$ cat config.mk
export PLATFORM = sky130hd
export DESIGN_NAME = missing_tooth_crank_decoder_flat
export DESIGN_NICKNAME = d
export VERILOG_FILES = /design/src/rtl/mtcd_pkg.sv /design/src/rtl/mtcd_in_if.sv /design/src/rtl/mtcd_out_if.sv /design/src/rtl/missing_tooth_crank_decoder.sv /design/src/flat_wrapper.sv
export SDC_FILE = /design/constraint.sdc
export NUM_CORES = 1
export LEC_CHECK = 0
export BUFFER_PORTS_ARGS = -buffer_cell sky130_fd_sc_hd__buf_2
export CAP_MARGIN = 40
export CORE_ASPECT_RATIO = 0.5
export CORE_UTILIZATION = 50
export CTS_CLUSTER_DIAMETER = 80
export DETAILED_ROUTE_END_ITERATION = 10
export GPL_TIMING_DRIVEN = 0
export PLACE_DENSITY = 0.71
export SLEW_MARGIN = 20
export SYNTH_ARGS = -nofsm -noshare
export SYNTH_HDL_FRONTEND = slang
export SYNTH_SLANG_ARGS = --single-unit
$ cat constraint.sdc
create_clock -name i_clk -period 4.5 [get_ports i_clk]
set_input_delay 0.45 -clock i_clk [delete_from_list [all_inputs] [get_ports i_clk]]
set_output_delay 0.45 -clock i_clk [all_outputs]
set_load 0.1 [all_outputs]
$ cat src/rtl/mtcd_pkg.sv
package mtcd_pkg;

    // Field widths fixed by the interface definition.
    localparam int CAPTURE_W   = 32;
    localparam int SPEED_W     = 16;
    localparam int ANGLE_OUT_W = 16;

    // Configuration register widths.
    localparam int SPEED_CONST_W = 32;
    localparam int MIN_PERIOD_W  = 16;
    localparam int SPEED_LIMIT_W = 16;
    localparam int DEG_W         = 8;
    localparam int SYNC_LOSS_W   = 10;
    localparam int CFG_DATA_W    = 32;
    localparam int CFG_INDEX_W   = 3;

    // Register indexes on the configuration port.
    localparam logic [CFG_INDEX_W-1:0] REG_SPEED_CONSTANT    = 3'd0;
    localparam logic [CFG_INDEX_W-1:0] REG_MIN_PERIOD        = 3'd1;
    localparam logic [CFG_INDEX_W-1:0] REG_SPEED_LIMIT       = 3'd2;
    localparam logic [CFG_INDEX_W-1:0] REG_DEGREES_PER_TOOTH = 3'd3;
    localparam logic [CFG_INDEX_W-1:0] REG_SYNC_LOSS_ANGLE   = 3'd4;

    // Register values after reset.
    localparam logic [SPEED_CONST_W-1:0] RST_SPEED_CONSTANT = 32'd221666666;
    localparam logic [MIN_PERIOD_W-1:0]  RST_MIN_PERIOD     = 16'd50;
    localparam logic [SPEED_LIMIT_W-1:0] RST_SPEED_LIMIT    = 16'd15000;
    localparam logic [DEG_W-1:0]         RST_DEGREES        = 8'd10;
    localparam logic [SYNC_LOSS_W-1:0]   RST_SYNC_LOSS      = 10'd360;

    // Default parameter values of the top level.
    localparam int COUNTER_BITS_DEF = 32;
    localparam int ANGLE_BITS_DEF   = 16;

endpackage

$ cat src/rtl/mtcd_in_if.sv
interface mtcd_in_if;
    logic                           valid;
    logic                           ready;
    logic [mtcd_pkg::CAPTURE_W-1:0] capture_count;

    modport source (output valid, output capture_count, input ready);
    modport sink (input valid, input capture_count, output ready);
endinterface

$ cat src/rtl/mtcd_out_if.sv
interface mtcd_out_if;
    logic                                    valid;
    logic                                    ready;
    logic [mtcd_pkg::SPEED_W-1:0]            engine_speed;
    logic                                    speed_updated;
    logic signed [mtcd_pkg::ANGLE_OUT_W-1:0] crank_angle;
    logic                                    in_sync;
    logic                                    gap_seen;

    modport source (output valid, output engine_speed, output speed_updated,
                    output crank_angle, output in_sync, output gap_seen, input ready);
    modport sink (input valid, input engine_speed, input speed_updated,
                  input crank_angle, input in_sync, input gap_seen, output ready);
endinterface

$ cat src/rtl/missing_tooth_crank_decoder.sv
// Missing-tooth crank decoder. Each input transaction carries one raw capture of a
// free-running down-counter taken at a crank tooth edge; each one produces exactly
// one output transaction with the held engine speed, a flag telling whether the
// speed was refreshed by this tooth, the crank angle since the last gap, the sync
// flag and a flag marking this tooth as the missing-tooth gap. The speed comes from
// a restoring divider that retires one quotient bit per cycle, so a tooth goes
// through an accept step, 32 divide steps and a final step that updates the
// decoder state and loads the output. The input is not ready while the divider
// runs. A finished result is held in the output register until it is taken, and
// the next capture is accepted while it waits; the following result then waits
// for that register to drain. Configuration writes are registered and are meant
// to be issued only while the decoder is idle. No clearing pass is needed after
// reset.
module missing_tooth_crank_decoder #(
    parameter int COUNTER_BITS = mtcd_pkg::COUNTER_BITS_DEF,
    parameter int ANGLE_BITS   = mtcd_pkg::ANGLE_BITS_DEF
) (
    input  logic                                i_clk,
    input  logic                                i_rst_n,
    input  logic                                i_cfg_we,
    input  logic [mtcd_pkg::CFG_INDEX_W-1:0]    i_cfg_index,
    input  logic [mtcd_pkg::CFG_DATA_W-1:0]     i_cfg_data,
    mtcd_in_if.sink                             i_cap,
    mtcd_out_if.source                          o_res
);

    // The dividend is the speed constant; one quotient bit comes out per step.
    localparam int DIV_W = mtcd_pkg::SPEED_CONST_W;
    localparam int CNT_W = $clog2(DIV_W);
    localparam int GAP_W = COUNTER_BITS + 2;

    typedef enum logic [2:0] {
        S_IDLE = 3'b001,
        S_DIV  = 3'b010,
        S_FIN  = 3'b100
    } t_state;

    // Configuration registers.
    logic [mtcd_pkg::SPEED_CONST_W-1:0] r_speed_constant;
    logic [mtcd_pkg::MIN_PERIOD_W-1:0]  r_min_period;
    logic [mtcd_pkg::SPEED_LIMIT_W-1:0] r_speed_limit;
    logic [mtcd_pkg::DEG_W-1:0]         r_degrees;
    logic [mtcd_pkg::SYNC_LOSS_W-1:0]   r_sync_loss;

    // Sequencer and divider.
    t_state                  r_state;
    logic [CNT_W-1:0]        r_cnt;
    logic [COUNTER_BITS-1:0] r_period;
    logic [COUNTER_BITS-1:0] r_rem;
    logic [DIV_W-1:0]        r_quo;

    // Decoder state.
    logic [COUNTER_BITS-1:0]     r_prev_period;
    logic [ANGLE_BITS-1:0]       r_angle;
    logic                        r_sync;
    logic [mtcd_pkg::SPEED_W-1:0] r_held_speed;

    // Output register: the engine speed, angle and sync flag are read straight from
    // the decoder state, which only moves when a new result is loaded.
    logic r_out_valid;
    logic r_out_updated;
    logic r_out_gap;

    logic                    w_accept;
    logic                    w_load;
    logic [COUNTER_BITS:0]   w_trial;
    logic [COUNTER_BITS:0]   w_diff;
    logic                    w_ge;
    logic                    w_speed_ok;
    logic [GAP_W-1:0]        w_twice;
    logic [GAP_W-1:0]        w_thrice;
    logic                    w_gap;
    logic [ANGLE_BITS-1:0]   w_angle_sum;
    logic signed [ANGLE_BITS:0] w_angle_ext;
    logic signed [ANGLE_BITS:0] w_loss_ext;
    logic signed [ANGLE_BITS-1:0] w_angle_s;

    logic [CNT_W-1:0]        n_cnt;
    logic [COUNTER_BITS-1:0] n_rem;
    logic [DIV_W-1:0]        n_quo;
    t_state                  n_state;

    assign w_accept = i_cap.valid && i_cap.ready;
    assign w_load   = (r_state == S_FIN) && (!r_out_valid || o_res.ready);

    // One restoring divide step: shift in the next dividend bit and subtract the
    // period when it fits.
    assign w_trial = {r_rem, r_quo[DIV_W-1]};
    assign w_diff  = w_trial - {1'b0, r_period};
    assign w_ge    = (w_trial >= {1'b0, r_period});

    always_comb begin
        n_rem = w_ge ? w_diff[COUNTER_BITS-1:0] : w_trial[COUNTER_BITS-1:0];
        n_quo = {r_quo[DIV_W-2:0], w_ge};
        n_cnt = r_cnt + CNT_W'(1);
    end

    // A speed is stored only for a long enough period and when it is below the limit.
    assign w_speed_ok = (r_period > COUNTER_BITS'(r_min_period)) &&
                        (r_quo < DIV_W'(r_speed_limit));

    // Gap test: twice the period against three times the previous period, exact.
    assign w_twice  = {1'b0, r_period, 1'b0};
    assign w_thrice = GAP_W'(r_prev_period) + {1'b0, r_prev_period, 1'b0};
    assign w_gap    = (r_prev_period != '0) && (w_twice > w_thrice);

    // Angle step wraps in ANGLE_BITS; sync drops once the signed angle reaches the
    // loss limit.
    assign w_angle_sum = r_angle + ANGLE_BITS'(r_degrees);
    assign w_angle_ext = $signed({w_angle_sum[ANGLE_BITS-1], w_angle_sum});
    assign w_loss_ext  = $signed({1'b0, ANGLE_BITS'(r_sync_loss)});

    always_comb begin
        n_state = r_state;
        case (r_state)
            S_IDLE: begin
                if (w_accept) begin
                    n_state = S_DIV;
                end
            end
            S_DIV: begin
                if (r_cnt == CNT_W'(DIV_W - 1)) begin
                    n_state = S_FIN;
                end
            end
            S_FIN: begin
                if (w_load) begin
                    n_state = S_IDLE;
                end
            end
            default: n_state = S_IDLE;
        endcase
    end

    // Configuration port.
    always_ff @(posedge i_clk) begin
        if (!i_rst_n) begin
            r_speed_constant <= mtcd_pkg::RST_SPEED_CONSTANT;
            r_min_period     <= mtcd_pkg::RST_MIN_PERIOD;
            r_speed_limit    <= mtcd_pkg::RST_SPEED_LIMIT;
            r_degrees        <= mtcd_pkg::RST_DEGREES;
            r_sync_loss      <= mtcd_pkg::RST_SYNC_LOSS;
        end else if (i_cfg_we) begin
            case (i_cfg_index)
                mtcd_pkg::REG_SPEED_CONSTANT: begin
                    r_speed_constant <= i_cfg_data[mtcd_pkg::SPEED_CONST_W-1:0];
                end
                mtcd_pkg::REG_MIN_PERIOD: begin
                    r_min_period <= i_cfg_data[mtcd_pkg::MIN_PERIOD_W-1:0];
                end
                mtcd_pkg::REG_SPEED_LIMIT: begin
                    r_speed_limit <= i_cfg_data[mtcd_pkg::SPEED_LIMIT_W-1:0];
                end
                mtcd_pkg::REG_DEGREES_PER_TOOTH: begin
                    r_degrees <= i_cfg_data[mtcd_pkg::DEG_W-1:0];
                end
                mtcd_pkg::REG_SYNC_LOSS_ANGLE: begin
                    r_sync_loss <= i_cfg_data[mtcd_pkg::SYNC_LOSS_W-1:0];
                end
                default: begin
                end
            endcase
        end
    end

    // Sequencer, decoder state and output handshake.
    always_ff @(posedge i_clk) begin
        if (!i_rst_n) begin
            r_state       <= S_IDLE;
            r_prev_period <= '0;
            r_angle       <= '0;
            r_sync        <= 1'b0;
            r_held_speed  <= '0;
            r_out_valid   <= 1'b0;
        end else begin
            r_state <= n_state;
            if (w_load) begin
                if (w_speed_ok) begin
                    r_held_speed <= r_quo[mtcd_pkg::SPEED_W-1:0];
                end
                if (w_gap) begin
                    r_angle <= '0;
                    r_sync  <= 1'b1;
                end else begin
                    r_angle <= w_angle_sum;
                    if (w_angle_ext >= w_loss_ext) begin
                        r_sync <= 1'b0;
                    end
                end
                r_prev_period <= r_period;
                r_out_valid   <= 1'b1;
            end else if (o_res.ready) begin
                r_out_valid <= 1'b0;
            end
        end
    end

    // Divider datapath and result flags; no reset needed.
    always_ff @(posedge i_clk) begin
        if (w_accept) begin
            // The period is the counter's all-ones value minus the capture.
            r_period <= ~i_cap.capture_count[COUNTER_BITS-1:0];
            r_rem    <= '0;
            r_quo    <= r_speed_constant;
            r_cnt    <= '0;
        end else if (r_state == S_DIV) begin
            r_rem <= n_rem;
            r_quo <= n_quo;
            r_cnt <= n_cnt;
        end
        if (w_load) begin
            r_out_updated <= w_speed_ok;
            r_out_gap     <= w_gap;
        end
    end

    assign w_angle_s = $signed(r_angle);

    assign i_cap.ready         = (r_state == S_IDLE);
    assign o_res.valid         = r_out_valid;
    assign o_res.engine_speed  = r_held_speed;
    assign o_res.speed_updated = r_out_updated;
    assign o_res.crank_angle   = mtcd_pkg::ANGLE_OUT_W'(w_angle_s);
    assign o_res.in_sync       = r_sync;
    assign o_res.gap_seen      = r_out_gap;

    // An accepted capture always starts the divider.
    a_accept_starts_div: assert property (@(posedge i_clk) disable iff (!i_rst_n)
        w_accept |=> r_state == S_DIV)
        else $error("accepted capture did not start the divider");

    // The held speed only moves when a result is loaded.
    a_speed_moves_on_load: assert property (@(posedge i_clk) disable iff (!i_rst_n)
        !$stable(r_held_speed) |-> $past(w_load))
        else $error("held speed changed outside a result load");

    // A refreshed speed is always below the configured limit.
    a_speed_below_limit: assert property (@(posedge i_clk) disable iff (!i_rst_n)
        (o_res.valid && o_res.speed_updated) |-> (o_res.engine_speed < r_speed_limit))
        else $error("stored speed not below limit");

    // A gap tooth reports a zero angle and sync.
    a_gap_resets_angle: assert property (@(posedge i_clk) disable iff (!i_rst_n)
        (o_res.valid && o_res.gap_seen) |-> (o_res.crank_angle == '0 && o_res.in_sync))
        else $error("gap without zero angle and sync");

endmodule

$ cat src/flat_wrapper.sv
// flat-port wrapper written by rule: the top's interface ports become plain ports
module missing_tooth_crank_decoder_flat 
#(
    parameter int COUNTER_BITS = mtcd_pkg::COUNTER_BITS_DEF,
    parameter int ANGLE_BITS   = mtcd_pkg::ANGLE_BITS_DEF
)
  (i_clk, i_rst_n, i_cfg_we, i_cfg_index, i_cfg_data, i_cap_valid, i_cap_capture_count, i_cap_ready, o_res_valid, o_res_engine_speed, o_res_speed_updated, o_res_crank_angle, o_res_in_sync, o_res_gap_seen, o_res_ready);
  mtcd_in_if i_cap_i ();
  mtcd_out_if o_res_i ();
  input  logic i_clk;
  input  logic i_rst_n;
  input  logic i_cfg_we;
  input  logic [mtcd_pkg::CFG_INDEX_W-1:0] i_cfg_index;
  input  logic [mtcd_pkg::CFG_DATA_W-1:0] i_cfg_data;
  input wire logic [$bits(i_cap_i.valid)-1:0] i_cap_valid;
  input wire logic [$bits(i_cap_i.capture_count)-1:0] i_cap_capture_count;
  output wire logic [$bits(i_cap_i.ready)-1:0] i_cap_ready;
  output wire logic [$bits(o_res_i.valid)-1:0] o_res_valid;
  output wire logic [$bits(o_res_i.engine_speed)-1:0] o_res_engine_speed;
  output wire logic [$bits(o_res_i.speed_updated)-1:0] o_res_speed_updated;
  output wire logic [$bits(o_res_i.crank_angle)-1:0] o_res_crank_angle;
  output wire logic [$bits(o_res_i.in_sync)-1:0] o_res_in_sync;
  output wire logic [$bits(o_res_i.gap_seen)-1:0] o_res_gap_seen;
  input wire logic [$bits(o_res_i.ready)-1:0] o_res_ready;
  assign i_cap_i.valid = i_cap_valid;
  assign i_cap_i.capture_count = i_cap_capture_count;
  assign i_cap_ready = i_cap_i.ready;
  assign o_res_valid = o_res_i.valid;
  assign o_res_engine_speed = o_res_i.engine_speed;
  assign o_res_speed_updated = o_res_i.speed_updated;
  assign o_res_crank_angle = o_res_i.crank_angle;
  assign o_res_in_sync = o_res_i.in_sync;
  assign o_res_gap_seen = o_res_i.gap_seen;
  assign o_res_i.ready = o_res_ready;
  missing_tooth_crank_decoder #(.COUNTER_BITS(COUNTER_BITS), .ANGLE_BITS(ANGLE_BITS)) u_core (.i_clk(i_clk), .i_rst_n(i_rst_n), .i_cfg_we(i_cfg_we), .i_cfg_index(i_cfg_index), .i_cfg_data(i_cfg_data), .i_cap(i_cap_i), .o_res(o_res_i));
endmodule
# Yosys cells after proc, flatten, opt, wreduce, memory -nomap -nowiden
# Cells that the tools add are included.
# totals
reg_bits,254
inputBits,72
# classes
bitwise_logic,1
mux,12
n_reduce_logical,19
n_lt_le_gt_ge,5
eq_ne,11
add_sub_neg,4
# op_table
operator,count
$mux 32,3
$add 32x33->34,1
$gt 33x34->1,1
$ge 33x32->1,1
$gt 32x16->1,1
$lt 32x16->1,1
$not 32->32,1
$reduce_bool 32->1,1
$sub 32x32->32,1
$add 16x8->16,1
$ge 16x11->1,1
$mux 16,1
$reduce_and 2->1,7
$eq 3x2->1 const B,3
$mux 3,3
$pmux 3 s3,1
$eq 3x1->1 const B,2
$eq 3x3->1 const B,2
$reduce_bool 2->1,3
$add 5x1->5 const B,1
$eq 5x5->1 const B,1
$logic_and 1x1->1,4
$mux 1,4
$ne 2x1->1 const B,2
other kinds (5),5

# Depth between registers and ports, before layout
# Gate-level depths: netlist of run 1.
# logic_depth
ltp_word,5
depth_mapped,21

# Least setup slack after synthesis of run 1
# Ideal clock, no wire load.
# synth_path
path_kind,register -> register
start,register u_core.r_prev_period[1]
end,"register u_core.r_angle[1], in the netlist u_core.o_res.crank_angle[1]"
required_ps,4381
n_path_buf,0
stages_incl_launch_ff,22
arrival_time_ps,4128
path_slack_ps,253
path_cell_list,dfxtp_1 ha_1 fa_1 a211oi_1 o21ai_1 a311o_1 a21oi_1 o21ai_1 nand3_1 nand2_1 a21boi_0 xor2_1 ha_1 o21ai_0 nand2b_1 a21oi_1 or3_1 a31oi_1 o211ai_1 a21oi_2 nor3_2 a22o_1
# synth_via
elab_chain_len,4
elab_cells_between_ends,5
# synth_rtl
element,line,text
start: declaration,missing_tooth_crank_decoder.sv:53,logic [COUNTER_BITS-1:0] r_prev_period;
start signal: assignment,missing_tooth_crank_decoder.sv:190,r_prev_period <= r_period;
$add 32x33->34,missing_tooth_crank_decoder.sv:104,"assign w_thrice = GAP_W'(r_prev_period) + {1'b0, r_prev_period, 1'b0};"
$gt 33x34->1,missing_tooth_crank_decoder.sv:105,assign w_gap = (r_prev_period != '0) && (w_twice > w_thrice);
$logic_and 1x1->1 (*),missing_tooth_crank_decoder.sv:105,
net u_core.w_gap,missing_tooth_crank_decoder.sv:72,logic w_gap;
$mux 16 (*),missing_tooth_crank_decoder.sv:181,if (w_gap) begin
end signal: assignment,missing_tooth_crank_decoder.sv:185,r_angle <= w_angle_sum;
end: declaration,missing_tooth_crank_decoder.sv:54,logic [ANGLE_BITS-1:0] r_angle;
# The timed path passes the listed nets; every way through them passes the cells marked *.
# A chain may end at the register's enable or synchronous reset.

# Worst setup path after layout of run 1
# layout_path
start,register u_core.r_prev_period[9]
end,"register u_core.r_angle[1], in the netlist u_core.o_res.crank_angle[1]"
# Same word-level chain as after synthesis.

==> results of run 1 <==
-- cell usage after synthesis (all sizes together), types with 10 or more instances --
cell      n
nor3     25
a22o     10
a211oi   10
nor4     13
nand2   390
dfxtp   188
a32oi    11
a21o     43
nand3    47
edfxtp   66
a31oi    10
o211ai   23
nor2     93
nor2b    12
buf      13
nand4    28
xnor2    41
ha      163
o21ai    79
inv     159
mux2i    19
xor2     34
a21oi   184
o31ai    11
o21bai   13
clkbuf   54
nand2b   11
-- layout make-up --
| cell class | count | area [sq um] |
|---|---|---|
| tap | 391 | 489 |
| sequential | 254 | 5760 |
| clock buffer | 35 | 714 |
| fill | 2687 | 12000 |
| inverter | 160 | 601 |
| antenna | 1 | 2.50 |
| multi-input combinational | 1344 | 8760 |
| buffer | 67 | 298 |
| clock inverter | 11 | 105 |
| timing repair buffer | 120 | 649 |
-- path summary, 6_finish.rpt --
check	slack, ns	endpoint	cells after the start	from
min	0.10	u_core.r_speed_constant[26]$_SDFFE_PN1P_	3	i_cfg_data[26]
min reg2reg	0.46	u_core.r_speed_constant[31]$_SDFFE_PN0P_	2	u_core.r_speed_constant[31]$_SDFFE_PN0P_
max reg2reg	-0.17	u_core.o_res.crank_angle[1]$_SDFFE_PN0P_	22	u_core.r_prev_period[9]$_SDFFE_PN0P_
max	-0.17	u_core.o_res.crank_angle[1]$_SDFFE_PN0P_	22	u_core.r_prev_period[9]$_SDFFE_PN0P_
-- power by group --
part	internal, uW	leakage (uW)	total (uW)	switching [uW]
Clock	1180	0.000401	2130	954
Combinational	172	0.00497	485	312
Sequential	2440	0.00215	2520	81.1
-- cell families after synthesis --
kind of cell	Yosys count
flops	254
xor+xnor	75
simple gates	653
mux	20
fa+ha+maj	166
buf+inv	227
compound gates	429
-- what timing repair did --
item,4_1_cts,5_1_grt
resized for setup,37,25
endpoints found under the hold margin,0,0
gates cloned,1,0
pin swaps,31,32
setup buffers,10,4
setup endpoints to repair,18,18
-- state kept, by name (all words and copies together), names as in the netlist, 3 cells and up --
signal and cells:
u_core.r_period 32, u_core.r_prev_period 32, u_core.r_quo 32, u_core.r_rem 32, u_core.r_speed_constant 32, u_core.o_res.crank_angle 16, u_core.o_res.engine_speed 16, u_core.r_min_period 16
u_core.r_speed_limit 16, u_core.r_sync_loss 10, u_core.r_degrees 8, u_core.r_cnt 5, u_core.r_state 3
-- through the flow --
step | area, sq um | TNS [ns] | instances | hold WS (ns)
finish | 17400 | -1.99 | 2383 | 0.100
global route | 17400 | -5.46 | 2382 | 0.102
CTS | 17200 | -2.65 | 2379 | 0.0815
detailed placement | 16200 | -13.79 | 2322 | 0.447
global placement | 16100 | -12.89 | 2322 | 0.443
floorplan | 15100 | 0 | 1824 | 0.436
-- critical path: cells and delay by family (launching register included) --
family | cells | cell delay (ns)
adder cells (fa/ha/maj) | 2 | 0.69
flip-flops | 1 | 0.34
buffers and inverters | 2 | 0.35
AND/OR/NAND/NOR | 5 | 0.98
XOR/XNOR | 1 | 0.09
AO/OA/AOI/OAI | 12 | 2.09
-- metal layers --
metal | up-vias | part of all wire [%] | global-route usage (%) | wire (um)
met5 | - | 0.032 | 0 | 13
met4 | 2 | 1.9 | 4.91 | 759
met3 | 59 | 6.8 | 4.66 | 2770
met2 | 364 | 44 | 40.4 | 17800
met1 | 6257 | 47 | 38.1 | 19200
li1 | 6598 | - | - | -
==> impl_metrics.toml, run 1 <==
[synth]
syn_nets = 2062
ys_ff_latch = 254
synth_top_area_cell = "dfxtp_1"
syn_area_sq_mm = 0.0151
synth_compound_area_share_pct = 17.9
syn_inst = 1824
synth_top_family_by_area = "simple AND/OR/NAND/NOR gates"
ys_seq_area_share_pct = 38.0
yosys_warnings = 0
synth_fa_ha_area_share_pct = 13.9
synth-edff-count = 66
avgSynthCellArea_sq_um = 8.29
synth-simple-area-share_pct = 18.6
synthXorXnorAreaFrac_pct = 4.34
synth_mux_area_share_pct = 1.33
synth_top_area_share_pct = 24.9
synth-async-reset-ratio_pct = 0
netlist-cell-type-count = 73
ys_top_cells_by_area = "dfxtp_1 (25%), ha_1 (13%), edfxtp_1 (13%), nand2_1 (9.6%), a21oi_1 (6.0%)"
synthFlopType = "dfxtp_1"

[global_route]
grt_pass1_vias = 12300
grt_start_max_net_pins = 42
groute.usage.overall_pct = 26.1
grt_pass1_wl_um = 64700
antenna_found_initial = 2
grt_remaining_overflow = 0

[final_layout]
layout.nets = 2210
most-common-layout-cells = "nand2_1 (388), dfxtp_1 (179), a21oi_1 (175)"
area_growth_pct = 14.9
drive_gt1_share_pct = 12.0
post-route-util_pct = 59.2
final_common_cell = "nand2_1"

[worst_setup_path]
critPathKind = "register to register"
critPathSlowestCell = "or3_4"
critical-path-max-stage-delay_ns = 0.40
cp_cell_sequence = "ha_1 > and4_4 > a221oi_4 > nand3_2 > o21ai_4 > a2111oi_4 > o31ai_2 > buf_4 > o21bai_1 > a21oi_1 > xor2_1 > ha_1 > o21ai_1 > nand2b_1 > a21oi_1 > or3_4 > a31oi_4 > o211ai_1 > a21oi_4 > buf_12 > nor3_4 > a22o_1"
cp.required_ns = 4.94
arrival_ns = 5.11
cp-start-kind = "register"
crit_path_max_fanout = 6
worst_setup_path_end_kind = "register"

[pwr]
ir_drop_mv = 0.295
p_per_area_mw_per_mm2 = 296
leakagePower_uw = 0.00752
finalPower_uw = 5140

[sta]
fin_worst_skew_ns = 0.0142
finalHoldViolations = 0
setup_slack_ns = -0.171
fin_crit_ns = 4.67
max_slew_margin_pct = 41.4
timing.fmax_mhz = 214
worst-slew-pin-transition_ns = 0.880
rsz0062_at_grt = "yes"
drv_slew = 0
setup_violations = 17
fin_crit_sh_pct = 104

[placement]
place_hpwl_um = 29500
port_buffers = 107
gp_congestion = 0.924
preCtsSetupSlack_ns = -0.865

[flow_run]
drv_cap = 0

[floorplan]
ios = 109
core-area_sq_mm = 0.0293
fp.dieArea_sq_mm = 0.0310
die-width_um = 248
die_h_um = 125
initial_core_util_pct = 51.5
row_count = 44

[cts]
cts_tree = "done"
postCtsHoldBufs = 0
numCtsBuffers = 25
cts_sinks = 254
insertion_delay_ns = 0.56
cts.clk_slew.worst_paths_ns = 0.06
htree_levels = 1
clock_path_buffers = 3
cts-root-buf = "clkbuf_16"

[routing]
wl_per_cell_um = 17.0
antenna_left = 0
drc = 0
num_vias = 13300
vias_per_cell = 5.57
dr.pass1.iters = 5
drtIter0Drc = 962
drt_wl_total_um = 40500

[run_status]
outcome = "finished with violations"
violations = "setup timing"

[worst_hold_path]
hp-class = "primary input to register"
Note: power is estimated with default switching activity, not from simulation.
==> run 2, diff against run 1 <==
Settings changed: CORE_UTILIZATION 50 to 55, PLACE_DENSITY 0.71 to 0.77.
==> run 2 against run 1 <==
The run still ends with setup timing left; flip-flop and latch count is the same; critical path depth grew 1; count of clock-buffer cells in the layout did not move; register-to-register slack got worse by 0.14 ns; largest cell class unchanged; first-iteration DRC count grew 28%; highest routed layer is now met4; cell count decreased by 1.5%; die area is 9.0% lower; worst hold slack gained 0.0032 ns; sequential share of layout area shrank 0.11 points; combinational power up 2%.
==> impl_metrics.toml, run 2 (synthesis gave the netlist of run 1 again) <==
[final_layout]
post-route-util_pct = 65.4
most-common-layout-cells = "nand2_1 (388), dfxtp_1 (177), a21oi_1 (171)"
area_growth_pct = 15.4
layout.nets = 2216
drive_gt1_share_pct = 12.5
finish.instance_area_sq_mm = 0.0175
final_common_cell = "nand2_1"
antenna_cells = 0

[worst_setup_path]
cp-start-kind = "register"
crit_path_max_fanout = 5
arrival_ns = 5.26
worst_setup_path_end_kind = "register"
cp.required_ns = 4.95
critPathKind = "register to register"

[cts]
htree_levels = 1
numCtsBuffers = 24
cts.clk_slew.worst_paths_ns = 0.07
cts-root-buf = "clkbuf_16"
clock_path_buffers = 3
cts_sinks = 254
insertion_delay_ns = 0.56
cts_tree = "done"

[sta]
fin_crit_sh_pct = 107
rsz0062_at_grt = "yes"
worst-slew-pin-transition_ns = 0.837
timing.fmax_mhz = 208
fin_worst_skew_ns = 0.0163
drv_slew = 0
finalHoldViolations = 0
max_slew_margin_pct = 44.2
setup_violations = 18
fin_crit_ns = 4.81
holdWs_ns = 0.104
setup_slack_ns = -0.310

[routing]
dr.pass1.iters = 5
drtIter0Drc = 1233
num_vias = 13400
drc = 0
vias_per_cell = 5.69
wl_per_cell_um = 17.3
antenna_left = 0
drt_wl_total_um = 40600

[floorplan]
row_count = 42
initial_core_util_pct = 56.7
die-width_um = 237
fp.dieArea_sq_mm = 0.0282
ios = 109
core-area_sq_mm = 0.0267
die_h_um = 119

[run_status]
outcome = "finished with violations"
violations = "setup timing"

[placement]
port_buffers = 107
place_hpwl_um = 29300
preCtsSetupSlack_ns = -1.10
gp_congestion = 0.919
place_area_sq_mm = 0.0161

[pwr]
p_per_area_mw_per_mm2 = 290
finalPower_uw = 5060
ir_drop_mv = 0.263
leakagePower_uw = 0.00757

[worst_hold_path]
hp-class = "primary input to register"

[global_route]
grt_start_max_net_pins = 34
grt_pass1_wl_um = 63800
grt_remaining_overflow = 0
groute.usage.overall_pct = 28.3
grt_pass1_vias = 12300
antenna_found_initial = 0

[flow_run]
drv_cap = 0
## run 2: cell types whose count changed in the layout (fill, tap and decap cells not counted), sizes merged
| cell | before | now |
|---|---|---|
| clkinv | 7 | 9 |
| bufinv | 1 | 0 |
| inv | 161 | 160 |
| clkinvlp | 2 | 0 |
| diode | 1 | 0 |
| buf | 133 | 140 |
## run 2: per-stage QoR
step	TNS [ns]	instances
2_1_floorplan	0	1824
3_3_place_gp	-19.01	2283
3_5_place_dp	-18.55	2285
4_1_cts	-4.68	2337
5_1_grt	-8.38	2348
6_report	-4.95	2348
## run 2: worst max-delay path, stage by stage (launching register included)
cell,delay (ns)
dfxtp_4,0.36
buf_6,0.13
ha_4,0.27
a21oi_4,0.05
nand4b_1,0.26
a211oi_4,0.38
o21ai_4,0.13
a2111oi_4,0.41
o31ai_2,0.15
buf_4,0.17
o21bai_1,0.18
a21oi_2,0.08
xor2_1,0.15
ha_1,0.30
o21ai_1,0.07
nand2b_1,0.09
a21oi_2,0.06
or3_4,0.41
a31oi_4,0.18
o211ai_1,0.19
a21oi_4,0.19
buf_12,0.15
nor3_4,0.06
a22o_1,0.27
## run 2: layout make-up
type | count | area, sq um
well taps | 352 | 440
fillers | 2222 | 9240
inverters | 160 | 601
clock inverters | 9 | 75.1
repair buffers | 127 | 729
plain buffers | 67 | 295
clock buffers | 35 | 713
flip-flops and latches | 254 | 5770
multi-input cells | 1344 | 8830
## run 2: path summary, 6_finish.rpt
path | end | from | slack [ns] | cells after the start
worst max-delay path | u_core.o_res.crank_angle[1]$_SDFFE_PN0P_ | u_core.r_prev_period[1]$_SDFFE_PN0P_ | -0.31 | 23
worst min-delay path | u_core.r_speed_constant[26]$_SDFFE_PN1P_ | i_cfg_data[26] | 0.10 | 3
worst max register to register | u_core.o_res.crank_angle[1]$_SDFFE_PN0P_ | u_core.r_prev_period[1]$_SDFFE_PN0P_ | -0.31 | 23
worst min register to register | u_core.r_speed_limit[2]$_SDFFE_PN0P_ | u_core.r_speed_limit[2]$_SDFFE_PN0P_ | 0.46 | 2
## run 2: power breakdown
part,switching (uW),internal (uW),total (uW)
registers,79.7,2430,2510
logic,315,178,493
clock network,939,1110,2050
total,1330,3730,5060
## run 2: repair_timing
| action | CTS | global route |
|---|---|---|
| cloned | 1 | 0 |
| setup buffers | 7 | 11 |
| pin swaps | 29 | 42 |
| setup endpoints to repair | 18 | 18 |
| gates resized for setup | 28 | 49 |
| hold buffers | 0 | 0 |
## run 2: layer usage
| layer | vias to the layer above | global-route usage, % | wire length, um |
|---|---|---|---|
| li1 | 6608 | - | - |
| met5 | - | 0 | 0 |
| met2 | 414 | 45.1 | 17800 |
| met1 | 6261 | 39.9 | 18900 |
| met3 | 68 | 4.84 | 2850 |
| met4 | 0 | 6.62 | 978 |
==> run 3, diff against run 2 <==
Settings changed: CELL_PAD_IN_SITES_DETAIL_PLACEMENT set to 1, CELL_PAD_IN_SITES_GLOBAL_PLACEMENT set to 1, CORE_MARGIN set to 2, CORE_UTILIZATION 55 to 42, PLACE_DENSITY 0.77 to not set, PLACE_DENSITY_LB_ADDON set to 0.1.
==> run 3 against run 2 <==
Largest power group unchanged; die area increased by 33%; utilization is 16 points lower; via count is essentially flat; critical path type unchanged; critical endpoint unchanged; power increased by 5.0%; cell count rose by 6.0%; the run still ends with setup timing left.
==> impl_metrics.toml, run 3 (synthesis gave the netlist of run 1 again) <==
[run_status]
outcome = "finished with violations"
violations = "setup timing"

[floorplan]
row_count = 49
initial_core_util_pct = 42.4
core-area_sq_mm = 0.0357
die-width_um = 272
die_h_um = 138
ios = 109
fp.dieArea_sq_mm = 0.0376

[worst_setup_path]
critical-path-max-stage-delay_ns = 0.37
critPathKind = "register to register"
r2r_slack_ns = -0.29
cp_common_cell = "a21oi_2"
arrival_ns = 5.26
critPathSlowestCell = "dfxtp_4"
crit_path_max_fanout = 9
worst_setup_path_end_kind = "register"
cp.required_ns = 4.97
cp.buffers_inverters = 2
cp_cell_sequence = "ha_4 > fa_2 > a211oi_4 > o21ai_2 > a311o_1 > a21o_1 > a21oi_2 > o21bai_1 > a21oi_2 > o31ai_2 > xnor2_1 > ha_1 > nand4_1 > nor4_4 > and2_4 > o21ai_2 > a21oi_2 > o211ai_1 > a21oi_4 > buf_12 > nor3_4 > buf_12 > a22o_1"
cp-start-kind = "register"
critPathTopFamily = "compound AO/OA/AOI/OAI gates"

[sta]
worst-slew-pin-transition_ns = 0.943
fin_worst_skew_ns = 0.0111
fin_crit_ns = 4.79
setup_slack_ns = -0.291
fin_crit_sh_pct = 106
timing.fmax_mhz = 209
drv_slew = 0
max_slew_margin_pct = 37.1
rsz0062_at_grt = "yes"
setup_violations = 17
holdWs_ns = 0.0824
finalHoldViolations = 0

[routing]
dr.pass1.iters = 4
drt_wl_total_um = 46500
antenna_left = 0
drc = 0
vias_per_cell = 5.37
num_vias = 13400
drtIter0Drc = 734
wl_per_cell_um = 18.7

[placement]
place_hpwl_um = 34500
gp_congestion = 0.853
post-place-cells = 2417
port_buffers = 107

[cts]
htree_levels = 1
cts-root-buf = "clkbuf_16"
postCtsHoldBufs = 0
cts_tree = "done"
cts.clk_slew.worst_paths_ns = 0.06
numCtsBuffers = 26
clock_path_buffers = 3
insertion_delay_ns = 0.58
cts_sinks = 254

[pwr]
finalPower_uw = 5310
ir_drop_mv = 0.284
leakagePower_uw = 0.00762
p_per_area_mw_per_mm2 = 300

[final_layout]
multi_input_area_sq_mm = 0.00877
nFillCells = 4410
seq_area_sq_mm = 0.00576
drive_gt1_share_pct = 12.4
most-common-layout-cells = "nand2_1 (387), dfxtp_1 (178), a21oi_1 (176)"
layout.nets = 2221
final_common_cell = "nand2_1"
stdcell_count = 2488
area_growth_pct = 16.9

[global_route]
use_met2_pct = 38.7
use_met1_pct = 35.0
grt_remaining_overflow = 0
antenna_found_initial = 2
groute.usage.overall_pct = 24.2
grt_pass1_vias = 13500
grt_pass1_wl_um = 73200
busiest_layer = "met2"
grt_start_max_net_pins = 42
use_met3_pct = 3.25

[worst_hold_path]
hp-class = "primary input to register"

[flow_run]
drv_cap = 0
## run 3: layer usage
layer	vias to the layer above	share of wire, %
met3	57	4.0
met2	178	44
li1	6608	-
met4	2	2.2
met5	-	0.015
met1	6515	50
## run 3: final timing paths
check / cells past startpoint / from / endpoint
hold reg to reg: 2 / u_core.r_sync_loss[7]$_SDFFE_PN0P_ / u_core.r_sync_loss[7]$_SDFFE_PN0P_
setup reg to reg: 23 / u_core.r_prev_period[1]$_SDFFE_PN0P_ / u_core.o_res.crank_angle[1]$_SDFFE_PN0P_
hold / removal: 3 / i_cfg_data[24] / u_core.r_speed_constant[24]$_SDFFE_PN1P_
setup / recovery: 23 / u_core.r_prev_period[1]$_SDFFE_PN0P_ / u_core.o_res.crank_angle[1]$_SDFFE_PN0P_
## run 3: cell type report
type | instances | area share, %
Antenna cell | 1 | 0.0142
Tap cell | 484 | 3.43
Multi-Input combinational cell | 1343 | 49.6
Clock inverter | 11 | 0.963
Buffer | 67 | 1.68
Sequential cell | 254 | 32.6
Clock buffer | 37 | 4.03
Timing Repair Buffer | 131 | 4.25
Inverter | 160 | 3.40
## run 3: tightest hold or removal path, stage by stage
cell     delay [ns]
buf_2          0.08
nand2_1        0.04
nand3_1        0.06
## run 3: what timing repair did
| action | 4_1_cts | 5_1_grt |
|---|---|---|
| gates resized for setup | 43 | 23 |
| endpoints found under the setup margin | 18 | 18 |
| setup buffers | 14 | 8 |
| pin swaps | 27 | 19 |
## run 3: through the flow
stage                     instance area (sq um)  setup TNS (ns)  setup WS (ns)  utilization, %
after detailed placement                  16300          -20.05          -1.19            45.7
after CTS                                 17500           -2.56         -0.213            49.1
after global placement                    16300          -19.38          -1.16            45.6
after global routing                      17700           -7.46         -0.504            49.5
final                                     17700           -3.84         -0.291            49.5
after floorplan                           15100               0          0.253               -
## run 3: power by group
part	internal (uW)	switching, uW
Clock	1290	1000
Sequential	2440	84.6
Combinational	175	325
